### config.mk
export PLATFORM = sky130hd
export DESIGN_NAME = ffpra_ram
export DESIGN_NICKNAME = d
export VERILOG_FILES = /design/src/first_fit_page_region_allocator_top_assert.svh /design/src/ffpra_ram.sv
export SDC_FILE = /design/constraint.sdc
export NUM_CORES = 1
export LEC_CHECK = 0
export BUFFER_PORTS_ARGS = -buffer_cell sky130_fd_sc_hd__buf_2
export CORE_UTILIZATION = 27
export DETAILED_ROUTE_END_ITERATION = 10
export REMOVE_ABC_BUFFERS = 1
export SLEW_MARGIN = 20
export SYNTH_ARGS = -nofsm -noshare
export SYNTH_HDL_FRONTEND = slang
export SYNTH_SLANG_ARGS = --single-unit
### constraint.sdc
create_clock -name i_clk -period 2 [get_ports i_clk]
set_input_delay 0.1 -clock i_clk [delete_from_list [all_inputs] [get_ports i_clk]]
set_output_delay 0.1 -clock i_clk [all_outputs]
set_load 0.1 [all_outputs]
### src/first_fit_page_region_allocator_top_assert.svh
// Assertion macros for the page region allocator.
// Depends on nothing; included by modules that check their own logic.
`ifndef FIRST_FIT_PAGE_REGION_ALLOCATOR_TOP_ASSERT_SVH
`define FIRST_FIT_PAGE_REGION_ALLOCATOR_TOP_ASSERT_SVH

// Same-cycle implication, checked outside reset.
`define FFPRA_ASSERT_NOW(label, clk, rst_n, ante, cons, msg) \
    label: assert property (@(posedge clk) disable iff (!rst_n) (ante) |-> (cons)) \
        else $error(msg);

// Next-cycle implication, checked outside reset.
`define FFPRA_ASSERT_NEXT(label, clk, rst_n, ante, cons, msg) \
    label: assert property (@(posedge clk) disable iff (!rst_n) (ante) |=> (cons)) \
        else $error(msg);

`endif

### src/ffpra_ram.sv
// Generic single-write, single-read RAM with registered read data.
// No dependencies.
module ffpra_ram #(
    parameter int WIDTH = 8,
    parameter int DEPTH = 16
) (
    input  logic                     i_clk,
    input  logic                     i_we,
    input  logic [$clog2(DEPTH)-1:0] i_waddr,
    input  logic [WIDTH-1:0]         i_wdata,
    input  logic [$clog2(DEPTH)-1:0] i_raddr,
    output logic [WIDTH-1:0]         o_rdata
);
    logic [WIDTH-1:0] r_mem [DEPTH];
    logic [WIDTH-1:0] r_rdata;

    always_ff @(posedge i_clk) begin
        if (i_we) begin
            r_mem[i_waddr] <= i_wdata;
        end
        r_rdata <= r_mem[i_raddr];
    end

    assign o_rdata = r_rdata;
endmodule

==> out/qor.csv <==
metric,value,unit
status,"finished, final reports clean",
required,2.28,ns
die_w,140,um
critical_path_class,flip-flop to flip-flop,
gp_congestion,0.717,
syn-instance-count,229,
crit_arrival,1.60,ns
grt_use_total,0.109,
worst-path-max-fanout,1,
power,6.54,mW
drt_iter0_drc,238,
die_h,140,um
drv_slew,0,
setup_viol,0,
cts-root-buf,clkbuf_16,
cts_resized,0,
grt_max_degree,33,
synth-seq-cells,136,
yosysSeqAreaShare,0.778,
drive_gt1_frac,0.302,
maxCapViolations,0,
core,0.0187,sq mm
tightest_slew,0.736,ns
num_vias,2407,
final_hold_viol_count,0,
clock_skew,0.0109,ns
antenna_found_initial,2,
cts_buffer_depth,2,
nNetsFinal,300,
rows,50,
die_area,0.0196,sq mm
yosys_warnings,0,
tns,0,ns
clock-sinks,136,
syn_area,0.00515,sq mm
wire_per_inst,18.4,um
grt_pass1_vias,2536,
viasPerCell,4.54,
cp-end-kind,flip-flop,
drt-pass1-iter-count,5,
ctsHoldBuffers,0,
grt_pass1_wl,15200,um
relSlewSlack,0.507,
ant_nets,0,
cts_buffers,17,
cts_tree,done,
start_kind,flip-flop,
p_per_area,1050,mW/mm^2
ys_types,19,
drt_wl_total,9770,um
hold_class,primary input to flip-flop,
boundaryPins,26,
period_share,0.660,
io_buffers,25,
leakagePower,2.07,nW
timing.fmax,758,MHz
clock_latency,0.41,ns
period_needed,1.32,ns
start_util,0.275,
rsz0062_at_grt,no,
syn_area_per_cell,22.5,sq um
cts_setup_buffers,0,
hpwl,6240,um
area_growth,20.6,%
grt_overflow,0,
htreeDepth,4,
route.detailed.drc,0,
irDropWorstVdd,0.449,mV
clkTransAtPathRegs,0.05,ns
## cell usage in the layout (no fill, tap or decap)
master,n
buf_4,17
nor2b_1,1
clkbuf_1,6
nand2b_1,2
clkbuf_16,17
nor2_1,13
clkinv_2,3
nor3_1,4
clkinvlp_4,3
nand3_1,1
diode_2,1
mux4_1,14
nand2_1,9
nand3b_1,2
buf_12,2
and2b_1,1
bufinv_16,2
and2_1,1
buf_2,25
or3b_2,1
edfxtp_1,128
dfxtp_1,8
mux4_2,18
clkbuf_8,1
a22oi_1,16
## where the power goes
part	total [mW]	switching (mW)	internal, mW
registers	3.21	0.0189	3.19
logic	0.424	0.295	0.128
clock network	2.91	1.05	1.86
total	6.54	1.37	5.18
## kinds of logic (layout without fill, tap and decap cells)
family	after synthesis	after routing	share of synthesized area
buffers and inverters	10	76	0.0168
other	0	1	0
AO/OA/AOI/OAI	16	16	0.0233
flip-flops	136	136	0.778
multiplexers	32	32	0.150
AND/OR/NAND/NOR	35	35	0.0318
## worst max-delay path, cell delays in order, from the launching register on
cell,delay (ns)
edfxtp_1,0.36
mux4_1,0.50
a22oi_1,0.25
nand2_1,0.08
## through the flow
step           worst slack [ns]  instances  cell area [sq um]   util  hold slack (ns)
5_1_grt                   0.625        529               6210  0.332           0.0715
2_1_floorplan             0.407        219               5060      -            0.199
6_report                  0.680        530               6210  0.332           0.0688
3_5_place_dp              0.441        497               5650  0.302            0.488
4_1_cts                   0.656        529               6210  0.332           0.0539
3_3_place_gp              0.453        497               5650  0.302            0.484
## layer usage
metal / global-route usage / routed length, um / part of all wire / up-vias
li1: - / - / - / 1079
met1: 0.141 / 4320 / 0.44 / 1253
met2: 0.163 / 4700 / 0.48 / 61
met3: 0.0427 / 609 / 0.062 / 12
met4: 0.0422 / 126 / 0.013 / 2
met5: 0 / 11 / 0.0011 / -
## synth_stat cells
library cell	n	share of area
nor2_1	13	0.0095
nand2_1	9	0.0066
dfxtp_1	8	0.031
nand3b_1	2	0.0029
and2_1	1	0.0012
nand2b_1	2	0.0024
buf_2	3	0.0029
nand3_1	1	0.00097
mux4_2	18	0.079
clkdlybuf4s25_2	3	0.0058
buf_4	1	0.0015
and2b_1	1	0.0015
nor2b_1	1	0.0012
buf_6	3	0.0066
nor3_1	4	0.0039
or3b_2	1	0.0017
mux4_1	14	0.071
edfxtp_1	128	0.75
a22oi_1	16	0.023
## flip-flops by register name, summed over array words and instances (netlist names)
name	flops
o_rdata	8
r_mem	128
## area by class of cell
class / count / area (sq um)
Antenna cell: 1 / 2.50
Clock buffer: 24 / 462
Fill cell: 1759 / 12500
Clock inverter: 8 / 97.6
Timing Repair Buffer: 44 / 293
Tap cell: 234 / 293
Multi-Input combinational cell: 83 / 1060
Sequential cell: 136 / 4000
## worst paths after layout
check,from,end,slack [ns],cells past startpoint
worst min register to register,r_mem[4][4]$_DFFE_PP_,o_rdata[4]$_DFF_P_,0.68,3
worst max-delay path,r_mem[8][3]$_DFFE_PP_,o_rdata[3]$_DFF_P_,0.68,3
worst max register to register,r_mem[8][3]$_DFFE_PP_,o_rdata[3]$_DFF_P_,0.68,3
worst min-delay path,i_wdata[7],r_mem[14][7]$_DFFE_PP_,0.07,1
Note: power is estimated with default switching activity, not from simulation.
